`config.mk`:
```
export PLATFORM = sky130hd
export DESIGN_NAME = udp_ipv4_frame_header_builder
export DESIGN_NICKNAME = d
export VERILOG_FILES = /design/src/rtl/core/udph_pkg.sv /design/src/rtl/core/udph_accum.sv /design/src/rtl/core/udph_csum.sv /design/src/rtl/core/udph_emit.sv /design/src/rtl/core/udp_ipv4_frame_header_builder.sv
export VERILOG_INCLUDE_DIRS = /design/src /design/src/rtl/core
export SDC_FILE = /design/constraint.sdc
export NUM_CORES = 1
export LEC_CHECK = 0
export ABC_AREA = 1
export BUFFER_PORTS_ARGS = -buffer_cell sky130_fd_sc_hd__buf_4
export CAP_MARGIN = 20
export CORE_MARGIN = 3
export CORE_UTILIZATION = 51
export CTS_BUF_LIST = sky130_fd_sc_hd__clkbuf_2 sky130_fd_sc_hd__clkbuf_4 sky130_fd_sc_hd__clkbuf_8
export CTS_CLUSTER_DIAMETER = 150
export DETAILED_ROUTE_END_ITERATION = 8
export PLACE_DENSITY_LB_ADDON = 0.3
export SYNTH_ARGS = -nofsm -noshare
export SYNTH_HDL_FRONTEND = slang
export SYNTH_HIERARCHICAL = 1
export SYNTH_SLANG_ARGS = --single-unit
export TNS_END_PERCENT = 30
```
`constraint.sdc`:
```
create_clock -name clk -period 12.1 [get_ports clk]
set_input_delay 1.21 -clock clk [delete_from_list [all_inputs] [get_ports clk]]
set_output_delay 1.21 -clock clk [all_outputs]
set_load 0.01 [all_outputs]
```
`src/rtl/core/assert_macros.svh`:
```
// ----------------------------------------------------------------------------
// Assertion macros
// Clocked property checks shared by the RTL. They compile to nothing when
// NO_ASSERTIONS is defined.
// ----------------------------------------------------------------------------
`ifndef ASSERT_MACROS_SVH
`define ASSERT_MACROS_SVH

`ifndef NO_ASSERTIONS

// Checked at each rising edge while reset is released.
`define ASSERT_CLK(label, clk, rst_n, prop) \
  label: assert property (@(posedge clk) disable iff (!rst_n) prop) \
    else $error("assertion failed");

// Checked at each rising edge, reset included.
`define ASSERT_ALWAYS(label, clk, prop) \
  label: assert property (@(posedge clk) prop) \
    else $error("assertion failed");

`else

`define ASSERT_CLK(label, clk, rst_n, prop)
`define ASSERT_ALWAYS(label, clk, prop)

`endif

`endif

```
`src/rtl/core/udph_pkg.sv`:
```
// ----------------------------------------------------------------------------
// udph_pkg
// Types and constants shared by the UDP/IPv4 frame header builder.
// ----------------------------------------------------------------------------
package udph_pkg;

  localparam logic [15:0] MAX_PAYLOAD   = 16'd65507;
  localparam int          NUM_WORDS     = 6;
  localparam logic [2:0]  LAST_WORD_IDX = 3'(NUM_WORDS - 1);
  localparam logic [3:0]  WORD_BYTES    = 4'd8;
  localparam logic [3:0]  LAST_BYTES    = 4'd2;

  // Configuration register indexes.
  localparam logic [2:0] REG_SOURCE_IP   = 3'd0;
  localparam logic [2:0] REG_DEST_IP     = 3'd1;
  localparam logic [2:0] REG_SOURCE_PORT = 3'd2;
  localparam logic [2:0] REG_DEST_PORT   = 3'd3;

  localparam logic [31:0] RESET_IP   = 32'hAB00_0001;
  localparam logic [15:0] RESET_PORT = 16'h0000;

  // Fixed header constants.
  localparam logic [15:0] IPV4_HDR_LEN  = 16'd20;
  localparam logic [15:0] UDP_HDR_LEN   = 16'd8;
  localparam logic [15:0] IP_TOTAL_BASE = IPV4_HDR_LEN + UDP_HDR_LEN;
  localparam logic [15:0] IP_VER_IHL    = 16'h4500;
  localparam logic [7:0]  IP_TTL        = 8'd64;
  localparam logic [7:0]  IP_PROTO_UDP  = 8'd17;
  localparam logic [15:0] IP_TTL_PROTO  = {IP_TTL, IP_PROTO_UDP};
  localparam logic [15:0] ETH_TYPE_IPV4 = 16'h0800;
  localparam logic [15:0] CSUM_ONES     = 16'hFFFF;

  typedef struct packed {
    logic [7:0] payload_byte;
    logic       carries_byte;
    logic       closes_packet;
  } in_t;

  typedef struct packed {
    logic [63:0] header_word;
    logic [3:0]  bytes_valid;
    logic        last_word;
    logic        payload_truncated;
  } out_t;

  typedef struct packed {
    logic [31:0] source_ip;
    logic [31:0] dest_ip;
    logic [15:0] source_port;
    logic [15:0] dest_port;
  } cfg_t;

  // Packet totals captured when a packet closes.
  typedef struct packed {
    logic [31:0] sum;
    logic [7:0]  pend;
    logic        odd;
    logic [15:0] count;
    logic        ovf;
  } close_t;

  typedef struct packed {
    logic [NUM_WORDS-1:0][63:0] words;
    logic                       truncated;
  } hdr_t;

  // Final ones'-complement step: an all-ones sum is sent unchanged.
  function automatic logic [15:0] csum_finish(input logic [15:0] s);
    logic [15:0] r;
    r = (s == CSUM_ONES) ? CSUM_ONES : ~s;
    return r;
  endfunction

endpackage

```
`src/rtl/core/udph_accum.sv`:
```
// ----------------------------------------------------------------------------
// udph_accum
// Per-byte running checksum, byte count and odd-byte holder. Captures the
// packet totals into a one-entry close register when a packet ends.
// ----------------------------------------------------------------------------
module udph_accum (
  input  logic              clk,
  input  logic              rst_n,
  input  logic              in_acc,
  input  udph_pkg::in_t     in_data,
  input  logic              next_ready,
  output logic              close_valid,
  output udph_pkg::close_t  close_data
);

  logic [31:0] sum_r, sum_nxt;
  logic [15:0] count_r, count_nxt;
  logic [7:0]  pend_r, pend_nxt;
  logic        odd_r, odd_nxt;
  logic        ovf_r, ovf_nxt;
  logic        close_v_r, close_v_nxt;
  udph_pkg::close_t close_r, close_nxt;

  // Byte update; a closing item sees the byte first.
  always_comb begin
    sum_nxt   = sum_r;
    count_nxt = count_r;
    pend_nxt  = pend_r;
    odd_nxt   = odd_r;
    ovf_nxt   = ovf_r;
    if (in_data.carries_byte) begin
      if (count_r >= udph_pkg::MAX_PAYLOAD) begin
        ovf_nxt = 1'b1;
      end else begin
        if (odd_r) begin
          sum_nxt  = sum_r + {16'd0, pend_r, in_data.payload_byte};
          odd_nxt  = 1'b0;
          pend_nxt = 8'd0;
        end else begin
          pend_nxt = in_data.payload_byte;
          odd_nxt  = 1'b1;
        end
        count_nxt = count_r + 16'd1;
      end
    end
    close_nxt = '{sum: sum_nxt, pend: pend_nxt, odd: odd_nxt, count: count_nxt,
                  ovf: ovf_nxt};
    close_v_nxt = close_v_r && !next_ready;
    if (in_acc && in_data.closes_packet) begin
      close_v_nxt = 1'b1;
    end
  end

  always_ff @(posedge clk) begin
    if (!rst_n) begin
      sum_r     <= '0;
      count_r   <= '0;
      pend_r    <= '0;
      odd_r     <= 1'b0;
      ovf_r     <= 1'b0;
      close_v_r <= 1'b0;
    end else begin
      close_v_r <= close_v_nxt;
      if (in_acc) begin
        if (in_data.closes_packet) begin
          sum_r   <= '0;
          count_r <= '0;
          pend_r  <= '0;
          odd_r   <= 1'b0;
          ovf_r   <= 1'b0;
        end else begin
          sum_r   <= sum_nxt;
          count_r <= count_nxt;
          pend_r  <= pend_nxt;
          odd_r   <= odd_nxt;
          ovf_r   <= ovf_nxt;
        end
      end
    end
  end

  always_ff @(posedge clk) begin
    if (in_acc && in_data.closes_packet) begin
      close_r <= close_nxt;
    end
  end

  assign close_valid = close_v_r;
  assign close_data  = close_r;

endmodule

```
`src/rtl/core/udph_csum.sv`:
```
// ----------------------------------------------------------------------------
// udph_csum
// Two-stage checksum pipeline: raw sums, then a first fold. The last fold,
// the complement and the header layout are built from the second stage.
// ----------------------------------------------------------------------------
module udph_csum (
  input  logic              clk,
  input  logic              rst_n,
  input  udph_pkg::cfg_t    cfg,
  input  logic              close_valid,
  input  udph_pkg::close_t  close_data,
  output logic              close_ready,
  output logic              hdr_valid,
  output udph_pkg::hdr_t    hdr_data,
  input  logic              hdr_ready
);

  // Address and port sums only change with configuration.
  logic [17:0] addr_sum_r, addr_sum_nxt;
  logic [18:0] aps_r, aps_nxt;

  logic        c1_v_r, c2_v_r;
  logic        c1_ready, c2_ready;
  logic [19:0] ip_raw_r, ip_raw_nxt;
  logic [32:0] udp_raw_r, udp_raw_nxt;
  logic [15:0] tot_len_r, udp_len_r;
  logic [15:0] tot_len_nxt, udp_len_nxt;
  logic        c1_ovf_r;

  logic [16:0] ip_s1_r, ip_s1_nxt;
  logic [17:0] udp_s1_r, udp_s1_nxt;
  logic [15:0] c2_tot_len_r, c2_udp_len_r;
  logic        c2_ovf_r;

  logic [15:0] ip_s2, udp_s3, ip_ck, udp_ck;
  logic [16:0] udp_s2;
  logic [15:0] odd_word;

  always_comb begin
    addr_sum_nxt = 18'(cfg.source_ip[31:16]) + 18'(cfg.source_ip[15:0])
                 + 18'(cfg.dest_ip[31:16]) + 18'(cfg.dest_ip[15:0]);
    aps_nxt = 19'(addr_sum_nxt) + 19'(cfg.source_port) + 19'(cfg.dest_port)
            + 19'(udph_pkg::IP_PROTO_UDP);
  end

  always_ff @(posedge clk) begin
    addr_sum_r <= addr_sum_nxt;
    aps_r      <= aps_nxt;
  end

  assign c2_ready    = !c2_v_r || hdr_ready;
  assign c1_ready    = !c1_v_r || c2_ready;
  assign close_ready = c1_ready;

  // Stage 1: raw sums. The UDP length enters twice (pseudo-header and header).
  always_comb begin
    tot_len_nxt = udph_pkg::IP_TOTAL_BASE + close_data.count;
    udp_len_nxt = udph_pkg::UDP_HDR_LEN + close_data.count;
    odd_word    = close_data.odd ? {close_data.pend, 8'h00} : 16'h0000;
    ip_raw_nxt  = 20'(udph_pkg::IP_VER_IHL) + 20'(udph_pkg::IP_TTL_PROTO)
                + 20'(tot_len_nxt) + 20'(addr_sum_r);
    udp_raw_nxt = 33'(close_data.sum) + 33'(odd_word) + 33'(aps_r)
                + 33'({udp_len_nxt, 1'b0});
  end

  // Stage 2: first fold.
  always_comb begin
    ip_s1_nxt  = 17'(ip_raw_r[15:0]) + 17'(ip_raw_r[19:16]);
    udp_s1_nxt = 18'(udp_raw_r[15:0]) + 18'(udp_raw_r[32:16]);
  end

  always_ff @(posedge clk) begin
    if (!rst_n) begin
      c1_v_r <= 1'b0;
      c2_v_r <= 1'b0;
    end else begin
      if (c1_ready) begin
        c1_v_r <= close_valid;
      end
      if (c2_ready) begin
        c2_v_r <= c1_v_r;
      end
    end
  end

  always_ff @(posedge clk) begin
    if (c1_ready && close_valid) begin
      ip_raw_r  <= ip_raw_nxt;
      udp_raw_r <= udp_raw_nxt;
      tot_len_r <= tot_len_nxt;
      udp_len_r <= udp_len_nxt;
      c1_ovf_r  <= close_data.ovf;
    end
    if (c2_ready && c1_v_r) begin
      ip_s1_r      <= ip_s1_nxt;
      udp_s1_r     <= udp_s1_nxt;
      c2_tot_len_r <= tot_len_r;
      c2_udp_len_r <= udp_len_r;
      c2_ovf_r     <= c1_ovf_r;
    end
  end

  // Last folds, complement and header layout.
  always_comb begin
    ip_s2  = ip_s1_r[15:0] + 16'(ip_s1_r[16]);
    udp_s2 = 17'(udp_s1_r[15:0]) + 17'(udp_s1_r[17:16]);
    udp_s3 = udp_s2[15:0] + 16'(udp_s2[16]);
    ip_ck  = udph_pkg::csum_finish(ip_s2);
    udp_ck = udph_pkg::csum_finish(udp_s3);

    hdr_data.words[0] = {48'hFFFF_FFFF_FFFF, 16'h0000};
    hdr_data.words[1] = {32'h0000_0000, udph_pkg::ETH_TYPE_IPV4, udph_pkg::IP_VER_IHL};
    hdr_data.words[2] = {c2_tot_len_r, 16'h0000, 16'h0000, udph_pkg::IP_TTL_PROTO};
    hdr_data.words[3] = {ip_ck, cfg.source_ip, cfg.dest_ip[31:16]};
    hdr_data.words[4] = {cfg.dest_ip[15:0], cfg.source_port, cfg.dest_port,
                         c2_udp_len_r};
    hdr_data.words[5] = {udp_ck, 48'h0};
    hdr_data.truncated = c2_ovf_r;
  end

  assign hdr_valid = c2_v_r;

endmodule

```
`src/rtl/core/udph_emit.sv`:
```
// ----------------------------------------------------------------------------
// udph_emit
// Holds one finished header and sends it out one 64-bit word per item.
// ----------------------------------------------------------------------------
module udph_emit (
  input  logic            clk,
  input  logic            rst_n,
  input  logic            hdr_valid,
  input  udph_pkg::hdr_t  hdr_data,
  output logic            hdr_ready,
  output logic            out_valid,
  output udph_pkg::out_t  out_data,
  input  logic            out_ready
);

  udph_pkg::hdr_t buf_r;
  logic           buf_v_r, buf_v_nxt;
  logic [2:0]     idx_r, idx_nxt;
  logic           is_last, out_acc, load;

  assign is_last   = (idx_r == udph_pkg::LAST_WORD_IDX);
  assign out_acc   = buf_v_r && out_ready;
  assign hdr_ready = !buf_v_r || (out_acc && is_last);
  assign load      = hdr_valid && hdr_ready;

  always_comb begin
    buf_v_nxt = buf_v_r;
    idx_nxt   = idx_r;
    if (out_acc) begin
      if (is_last) begin
        buf_v_nxt = 1'b0;
      end else begin
        idx_nxt = idx_r + 3'd1;
      end
    end
    if (load) begin
      buf_v_nxt = 1'b1;
      idx_nxt   = 3'd0;
    end
  end

  always_ff @(posedge clk) begin
    if (!rst_n) begin
      buf_v_r <= 1'b0;
      idx_r   <= 3'd0;
    end else begin
      buf_v_r <= buf_v_nxt;
      idx_r   <= idx_nxt;
    end
  end

  always_ff @(posedge clk) begin
    if (load) begin
      buf_r <= hdr_data;
    end
  end

  always_comb begin
    out_data.header_word       = buf_r.words[idx_r];
    out_data.bytes_valid       = is_last ? udph_pkg::LAST_BYTES : udph_pkg::WORD_BYTES;
    out_data.last_word         = is_last;
    out_data.payload_truncated = buf_r.truncated;
  end

  assign out_valid = buf_v_r;

endmodule

```
`src/rtl/core/udp_ipv4_frame_header_builder.sv`:
```
// ----------------------------------------------------------------------------
// udp_ipv4_frame_header_builder
// Builds the 42-byte Ethernet/IPv4/UDP header for a payload byte stream.
// ----------------------------------------------------------------------------
// Usage: payload bytes enter on the in_ channel, one per item, with
// carries_byte marking a real byte. An item with closes_packet set ends the
// packet (its own byte, if any, counts first). The block then sends six items
// on the out_ channel, each one 64-bit header word with its first byte in the
// top bits: five full words and a last word holding the two UDP checksum
// bytes. Bytes beyond the payload limit are dropped and reported through
// payload_truncated on every word of that packet.
// Path: a closed packet passes the close register (loaded at the edge that
// accepts the closing item), then the two checksum stages and then the word
// buffer, from which the first header word is offered.
// Throughput: one input item per cycle unless stalled as below; the header
// of a packet goes out as six words, and the next packet's bytes keep
// flowing meanwhile. Input stalls, for any item, while a closed packet waits
// in the close register because the checksum stages and the word buffer
// still hold earlier headers that the receiver has not taken.
// Reset clears the packet state and the pipeline, and loads the default
// addresses (171.0.0.1) and zero ports. The cfg_ port writes one register
// per cycle and is meant to be used while the block is idle.
// ----------------------------------------------------------------------------
`include "assert_macros.svh"

module udp_ipv4_frame_header_builder (
  input  logic            clk,
  input  logic            rst_n,
  input  logic            in_valid,
  output logic            in_ready,
  input  udph_pkg::in_t   in_data,
  output logic            out_valid,
  input  logic            out_ready,
  output udph_pkg::out_t  out_data,
  input  logic            cfg_we,
  input  logic [2:0]      cfg_index,
  input  logic [31:0]     cfg_data
);

  udph_pkg::cfg_t   cfg_r;
  udph_pkg::close_t close_data;
  udph_pkg::hdr_t   hdr_data;
  logic             close_valid, close_ready;
  logic             hdr_valid, hdr_ready;
  logic             in_acc;

  // Configuration registers. Unknown indexes are ignored.
  always_ff @(posedge clk) begin
    if (!rst_n) begin
      cfg_r.source_ip   <= udph_pkg::RESET_IP;
      cfg_r.dest_ip     <= udph_pkg::RESET_IP;
      cfg_r.source_port <= udph_pkg::RESET_PORT;
      cfg_r.dest_port   <= udph_pkg::RESET_PORT;
    end else if (cfg_we) begin
      case (cfg_index)
        udph_pkg::REG_SOURCE_IP:   cfg_r.source_ip   <= cfg_data;
        udph_pkg::REG_DEST_IP:     cfg_r.dest_ip     <= cfg_data;
        udph_pkg::REG_SOURCE_PORT: cfg_r.source_port <= cfg_data[15:0];
        udph_pkg::REG_DEST_PORT:   cfg_r.dest_port   <= cfg_data[15:0];
        default: ;
      endcase
    end
  end

  // The accumulator always takes a byte; only the close register can block.
  assign in_ready = close_ready || !close_valid;
  assign in_acc   = in_valid && in_ready;

  udph_accum u_accum (
    .clk         (clk),
    .rst_n       (rst_n),
    .in_acc      (in_acc),
    .in_data     (in_data),
    .next_ready  (close_ready),
    .close_valid (close_valid),
    .close_data  (close_data)
  );

  udph_csum u_csum (
    .clk         (clk),
    .rst_n       (rst_n),
    .cfg         (cfg_r),
    .close_valid (close_valid),
    .close_data  (close_data),
    .close_ready (close_ready),
    .hdr_valid   (hdr_valid),
    .hdr_data    (hdr_data),
    .hdr_ready   (hdr_ready)
  );

  udph_emit u_emit (
    .clk       (clk),
    .rst_n     (rst_n),
    .hdr_valid (hdr_valid),
    .hdr_data  (hdr_data),
    .hdr_ready (hdr_ready),
    .out_valid (out_valid),
    .out_data  (out_data),
    .out_ready (out_ready)
  );

  // A header never stops halfway: after a taken word that is not the last,
  // the next word is offered at once.
  `ASSERT_CLK(a_header_contiguous, clk, rst_n, out_valid && out_ready && !out_data.last_word |=> out_valid)

  // The truncation flag belongs to the whole packet.
  `ASSERT_CLK(a_trunc_steady, clk, rst_n, out_valid && out_ready && !out_data.last_word |=> out_data.payload_truncated == $past(out_data.payload_truncated))

  // Only the final word is short.
  `ASSERT_CLK(a_word_bytes, clk, rst_n, out_valid |-> (out_data.last_word ? out_data.bytes_valid == udph_pkg::LAST_BYTES : out_data.bytes_valid == udph_pkg::WORD_BYTES))

  // Input only stalls behind a waiting packet close.
  `ASSERT_CLK(a_stall_cause, clk, rst_n, !in_ready |-> close_valid)

endmodule

```
Word-level counts from Yosys, hierarchy flattened
Index checks and enable logic that the tools add are counted.
- magnitude comparators: 2
- bitwise logic cells: 4
- reductions and logical operators: 27
- muxes and demuxes: 26
- add/subtract/negate cells: 21
- equal/unequal tests: 6
- operator list (kind ; number):
    binary-select mux 64 bit (select 3 bit) ; 1
    2-to-1 mux 32 bit ; 4
    2-to-1 mux 16 bit ; 4
    2-to-1 mux 64 bit ; 1
    adder 18 x 16 -> 18 bit ; 2
    adder 32 x 16 -> 33 bit ; 1
    adder 33 x 17 -> 33 bit ; 1
    adder 33 x 19 -> 33 bit ; 1
    adder 16 x 1 -> 16 bit ; 2
    adder 32 x 16 -> 32 bit ; 1
    equality test 16 bit, second input constant ; 2
    2-to-1 mux 8 bit ; 4
    NOT 16 bit ; 2
    adder 20 x 18 -> 20 bit ; 1
    adder 18 x 16 -> 19 bit ; 1
    adder 19 x 16 -> 19 bit ; 1
    adder 19 x 5 -> 19 bit, second input constant ; 1
    adder 16 x 17 -> 18 bit ; 1
    adder 16 x 16 -> 17 bit ; 1
    adder 16 x 16 -> 17 bit, first input constant ; 1
    adder 16 x 2 -> 17 bit ; 1
    adder 16 x 4 -> 17 bit ; 1
    adder 16 x 1 -> 16 bit, second input constant ; 1
    adder 4 x 16 -> 16 bit, first input constant ; 1
    other kinds (17) ; 49
- bits of input ports: 50
- logic and storage cells: 123
- output and inout port bits: 72
- bits in registers: 571

Depth between registers and ports, before layout
- depth in word-level cells: 9
- mapped depth: 25
- mapped depth without buffers: 25

By module
The synthesis kept the hierarchy.
- by module, submodules not included (module ; cells an instance ; sequential area each (µm²) ; instances ; area each (µm²)):
    udph_csum ; 1929 ; 5255.0 ; 1 ; 16759.8
    udph_emit ; 1457 ; 11641.2 ; 1 ; 16343.2
    udph_accum ; 816 ; 2922.8 ; 1 ; 6342.3
    udp_ipv4_frame_header_builder ; 554 ; 1921.8 ; 1 ; 3861.2

Least setup slack after synthesis
OpenSTA, ideal clock, no wires.
- path type: input port to flip-flop
- start: in out_ready
- end: reg, netlist name u_emit/buf_r[100]
- buffers on the path: 0
- library setup time: 735 ps
- required time: 11365 ps
- setup slack: 2482 ps
- arrival: 8883 ps
- cell stages on the path: 4
- cell sequence: nand3_1 -> nand2_1 -> nand2_1 -> inv_1
- RTL lines (element ; RTL line ; RTL):
    from (decl) ; udp_ipv4_frame_header_builder.sv:33 ; input logic out_ready,

Final worst setup path
- start: reg cfg_r[37] in the netlist's numbering
- end: reg u_csum.aps_r[17]
- word-level cells in the longest chain between the ends: 4
- RTL lines (element ; RTL line ; RTL):
    from (decl) ; udp_ipv4_frame_header_builder.sv:40 ; udph_pkg::cfg_t cfg_r;
    adder 18 x 16 -> 18 bit ; udph_csum.sv:41 ; + 18'(cfg.dest_ip[31:16]) + 18'(cfg.dest_ip[15:0]);
    via u_csum.addr_sum_nxt[12] ; udph_csum.sv:19 ; logic [17:0] addr_sum_r, addr_sum_nxt;
    adder 18 x 16 -> 19 bit ; udph_csum.sv:42 ; aps_nxt = 19'(addr_sum_nxt) + 19'(cfg.source_port) + 19'(cfg.dest_port)
    adder 19 x 16 -> 19 bit ; udph_csum.sv:42 ;
    adder 19 x 5 -> 19 bit ; udph_csum.sv:43 ; + 19'(udph_pkg::IP_PROTO_UDP);
    via u_csum.aps_nxt[17] ; udph_csum.sv:20 ; logic [18:0] aps_r, aps_nxt;
    to (signal assigned) ; udph_csum.sv:48 ; aps_r <= aps_nxt;
    to (decl) ; udph_csum.sv:20 ;
The timed path passes the listed nets, and every way through them passes these cells.
A chain may end at the register's enable or synchronous reset.

==> metrics.md <==
| Metric | Value |
|---|---|
| DRT iter0 DRCs | `around 2.4k` |
| GP Congestion | `between 0.9 and 1` |
| VDD IR-drop max | `0.110 mV` |
| Core Region | `0.0840 mm²` |
| CP max FO | `5` |
| Setup crit start kind | `flip-flop` |
| Cells after Synth | `about 4.8k` |
| DR pass1 iterations | `6` |
| Post-CTS resize count | `0` |
| Reg2reg setup slack | `approximately 6.3 ns` |
| CP endpoint | `u_csum/aps_r[17]$_DFF_P_` |
| Final period demand of the worst path | `between 5 and 6 ns` |
| Primary FF master, synth | `edfxtp_1` |
| CTS root buffer | `clkbuf_8` |
| Cells on worst reg2reg path | `25` |
| Share of cells above drive strength 1 | `approximately a tenth` |
| Asr flop ratio synth | `0%` |
| Register area share after synthesis | `between 50% and 60%` |
| Largest net degree at the start of global routing | `95` |
| Post-synthesis instance area | `between 0.04 and 0.05 mm²` |
| Period Utilization, post-route | `47.6%` |
| Crit. Startpoint | `cfg_r[37]$_SDFFE_PN0P_` |
| CTS tree | `built` |
| Crit path required time | `between 10 and 15 ns` |
| Full die area | `between 0.08 and 0.09 mm²` |
| Total number of yosys warnings | `6` |
| Power, Total | `7260 µW` |
| H-tree depth | `4` |
| Antenna-violating nets left | `0` |
| Synth area leader | `edfxtp_1` |
| Global-route wire length before repair | `158000 µm` |
| Row count | `between 100 and 150` |
| Detailed Route WL | `101000 µm` |
| Initial Util | `between 50% and 60%` |
| Via/cell ratio | `roughly 4.9` |
| Clock Skews | `0.0440 ns` |
| #FFs+latches synth | `790` |
| Leak | `between 0.02 and 0.025 µW` |
| Endpoints failing hold | `0` |
| RSZ-0062 raised after global routing | `false` |
| P per Cell Area | `between 150 and 200 mW/mm²` |
| Max Cap Viol | `0` |
| Hold Crit Class | `flip-flop to flip-flop` |
| Vias in the first global route | `around 29k` |
| Reg2reg end | `u_csum/aps_r[17]$_DFF_P_` |
| Clock Path Buffers | `3` |
| Filler cells | `approximately 7.5k` |
| Netlist cell types | `just over 50` |
| Final core occ | `between 50% and 60%` |
| Fin nets | `approximately 5.1k` |
| Number of buffers created by CTS | `around 140` |
| IO Port Bufs | `119` |
| Status | `finished clean` |
| Chip width | `just under 300 µm` |
| WHS | `0.407 ns` |
| Cts hold-fix bufs | `0` |
| Worst R2R Start | `cfg_r[37]$_SDFFE_PN0P_` |
| Data arrival, critical path | `around 6.5 ns` |
| Layout area overhead | `7.60%` |
| Setup TNS | `0 ns` |
| Clock latency on the worst-skew pair | `0.81 ns` |
| Setup Crit Path Kind | `flip-flop to flip-flop` |
| Vias | `~30k` |
| Gr ovfl total | `0` |
| DP Area | `0.0435 mm²` |
| Synthesized area per cell | `about 9.1 µm²` |
| Chip Height | `around 300 µm` |
| Post CTS Setup Buffer Count | `0` |
| Clock slew at reported path FFs | `roughly 0.06 ns` |
| Residual DRC | `0` |
| Worst Max-Slew Pin Slew | `1.10 ns` |
| Max Slew Vio Count | `0` |
| Fin area | `0.0466 mm²` |
| DP Wirelength | `approximately 73000 µm` |
| Initial antenna violation count | `7` |
| Top cell type's share of synthesized area | `41.0%` |
| Synth top area cells | `edfxtp_1 41%, nand2_1 10%, dfxtp_1 9.2%` |
| Setup-failing EPs final | `0` |
| Crit. End Element | `flip-flop` |
| Top-level port count | `~120` |
| GRT Util Overall | `a little under a quarter` |
| Slew headroom | `between 20% and 30%` |
| Wire per inst | `around 17 µm` |
| Clock sink total | `790` |
| EDFF count, synth | `around 590` |
| Max Clk Rate | `between 0.15 and 0.2 GHz` |
==> cell usage after synthesis, types with 64 or more instances <==
cell type  count
nand2_1     1165
inv_1        702
edfxtp_1     592
nand3_1      373
buf_4        342
nor2_1       276
dfxtp_1      198
a21oi_1      187
ha_1         151
xor2_1       120
fa_1          78
or2_2         66
o211ai_1      64
==> kinds of logic (layout without fill, tap and decap cells) <==
group / Yosys count / in the layout / share of synthesized area (%)
flops: 790 / 790 / 50.2
compound gates: 373 / 373 / 5.00
buf+inv: 1175 / 1106 / 13.4
xor+xnor: 166 / 166 / 3.37
simple gates: 2020 / 2020 / 20.0
fa+ha+maj: 229 / 229 / 7.97
other cells: 3 / 229 / 0.0260
==> worst min path at each step <==
stage,endpoint,depth (start not counted),startpoint
floorplan,u_csum/c1_ovf_r$_DFFE_PP_,0,u_accum/close_data[0]$_DFFE_PP_
global placement,u_csum/c2_tot_len_r[0]$_DFFE_PP_,0,u_csum/tot_len_r[0]$_DFFE_PP_
CTS,u_emit/buf_r[180]$_DFFE_PP_,0,u_csum/c2_tot_len_r[3]$_DFFE_PP_
finish,u_emit/buf_r[186]$_DFFE_PP_,0,u_csum/c2_tot_len_r[9]$_DFFE_PP_
global route,u_emit/buf_r[186]$_DFFE_PP_,0,u_csum/c2_tot_len_r[9]$_DFFE_PP_
detailed placement,u_csum/c2_tot_len_r[4]$_DFFE_PP_,0,u_csum/tot_len_r[4]$_DFFE_PP_
==> per-stage QoR <==
step	std cells	setup WS [ns]
final	6047	6.34
after global routing	6046	5.77
after floorplan	4979	2.48
after CTS	6043	6.37
after detailed placement	5789	6.41
after global placement	5789	6.37
==> flip-flops by register name (all words and copies together), names as in the netlist, 3 cells and up <==
signal and flops:
u_accum/sum_r 32, u_accum/count_r 16, u_csum/udp_s1_r 18, u_csum/c2_tot_len_r 16
u_accum/close_data 58, cfg_r 96, u_csum/ip_raw_r 19, u_emit/idx_r 3
u_csum/udp_raw_r 33, u_csum/aps_r 19, u_csum/ip_s1_r 17, u_emit/buf_r 384
u_csum/tot_len_r 16, u_csum/addr_sum_r 18, u_csum/udp_len_r 14, u_accum/pend_r 8
u_csum/c2_udp_len_r 14
==> where the power goes <==
part	total (µW)	internal [µW]	switching [µW]
Clock	2660	1510	1140
Sequential	3190	3110	84.3
Combinational	1410	512	900
Total	7260	5130	2130
==> cell type report <==
class                      instances  area [µm²]  area share [%]
clock buffer                     197        2440            5.24
timing repair buffer             142        1080            2.31
multi-input combinational       3014       16600            35.7
sequential                       790       21700            46.7
clock inverter                    57         588            1.26
tap                             1134        1420            3.05
inverter                         710        2680            5.75
antenna                            3        7.51          0.0161
==> layer usage <==
layer  share of wire (%)  wire length [µm]  up-vias  global-route usage [%]
met3                 5.8              5840      162                    3.98
met2                  46             46900      747                    36.8
li1                    -                 -    14900                       -
met1                  45             45100    13900                    31.1
met4                 3.0              3060        2                    8.08
met5              0.0079                 8        -                       0
==> worst max-delay path, stage by stage, from the launching register on <==
cell and delay [ns]:
dfxtp_1 0.35, inv_1 0.07, fa_1 0.54, inv_1 0.05, fa_1 0.45, ha_1 0.38
a21oi_1 0.17, o21ai_0 0.10, a21oi_1 0.34, o21ai_0 0.25, a21boi_0 0.35, o21ai_0 0.15
xor2_1 0.21, inv_1 0.09, fa_1 0.48, inv_1 0.04, ha_1 0.28, ha_1 0.36
a21oi_1 0.18, o21ai_0 0.11, a21oi_1 0.13, o21ai_0 0.14, a21oi_1 0.16, nor2_1 0.05
nor2_1 0.10, xor2_1 0.14
==> placed cells by master, fill, tap and decap left out, types with 30 or more instances in the layout <==
cell / Yosys / routed
or2_2: 66 / 66
xor2_1: 120 / 120
o211ai_1: 64 / 64
ha_1: 151 / 151
clkbuf_8: 0 / 154
o21ai_0: 62 / 62
dfxtp_1: 198 / 196
nand4_1: 30 / 30
fa_1: 78 / 78
nand3_1: 373 / 373
nand2_1: 1165 / 1165
buf_4: 342 / 141
clkbuf_4: 0 / 43
xnor2_1: 45 / 45
inv_1: 702 / 698
nor2_1: 276 / 273
a21oi_1: 187 / 186
edfxtp_1: 592 / 592
conb_1: 3 / 226
(Power assumes the default switching activity.)
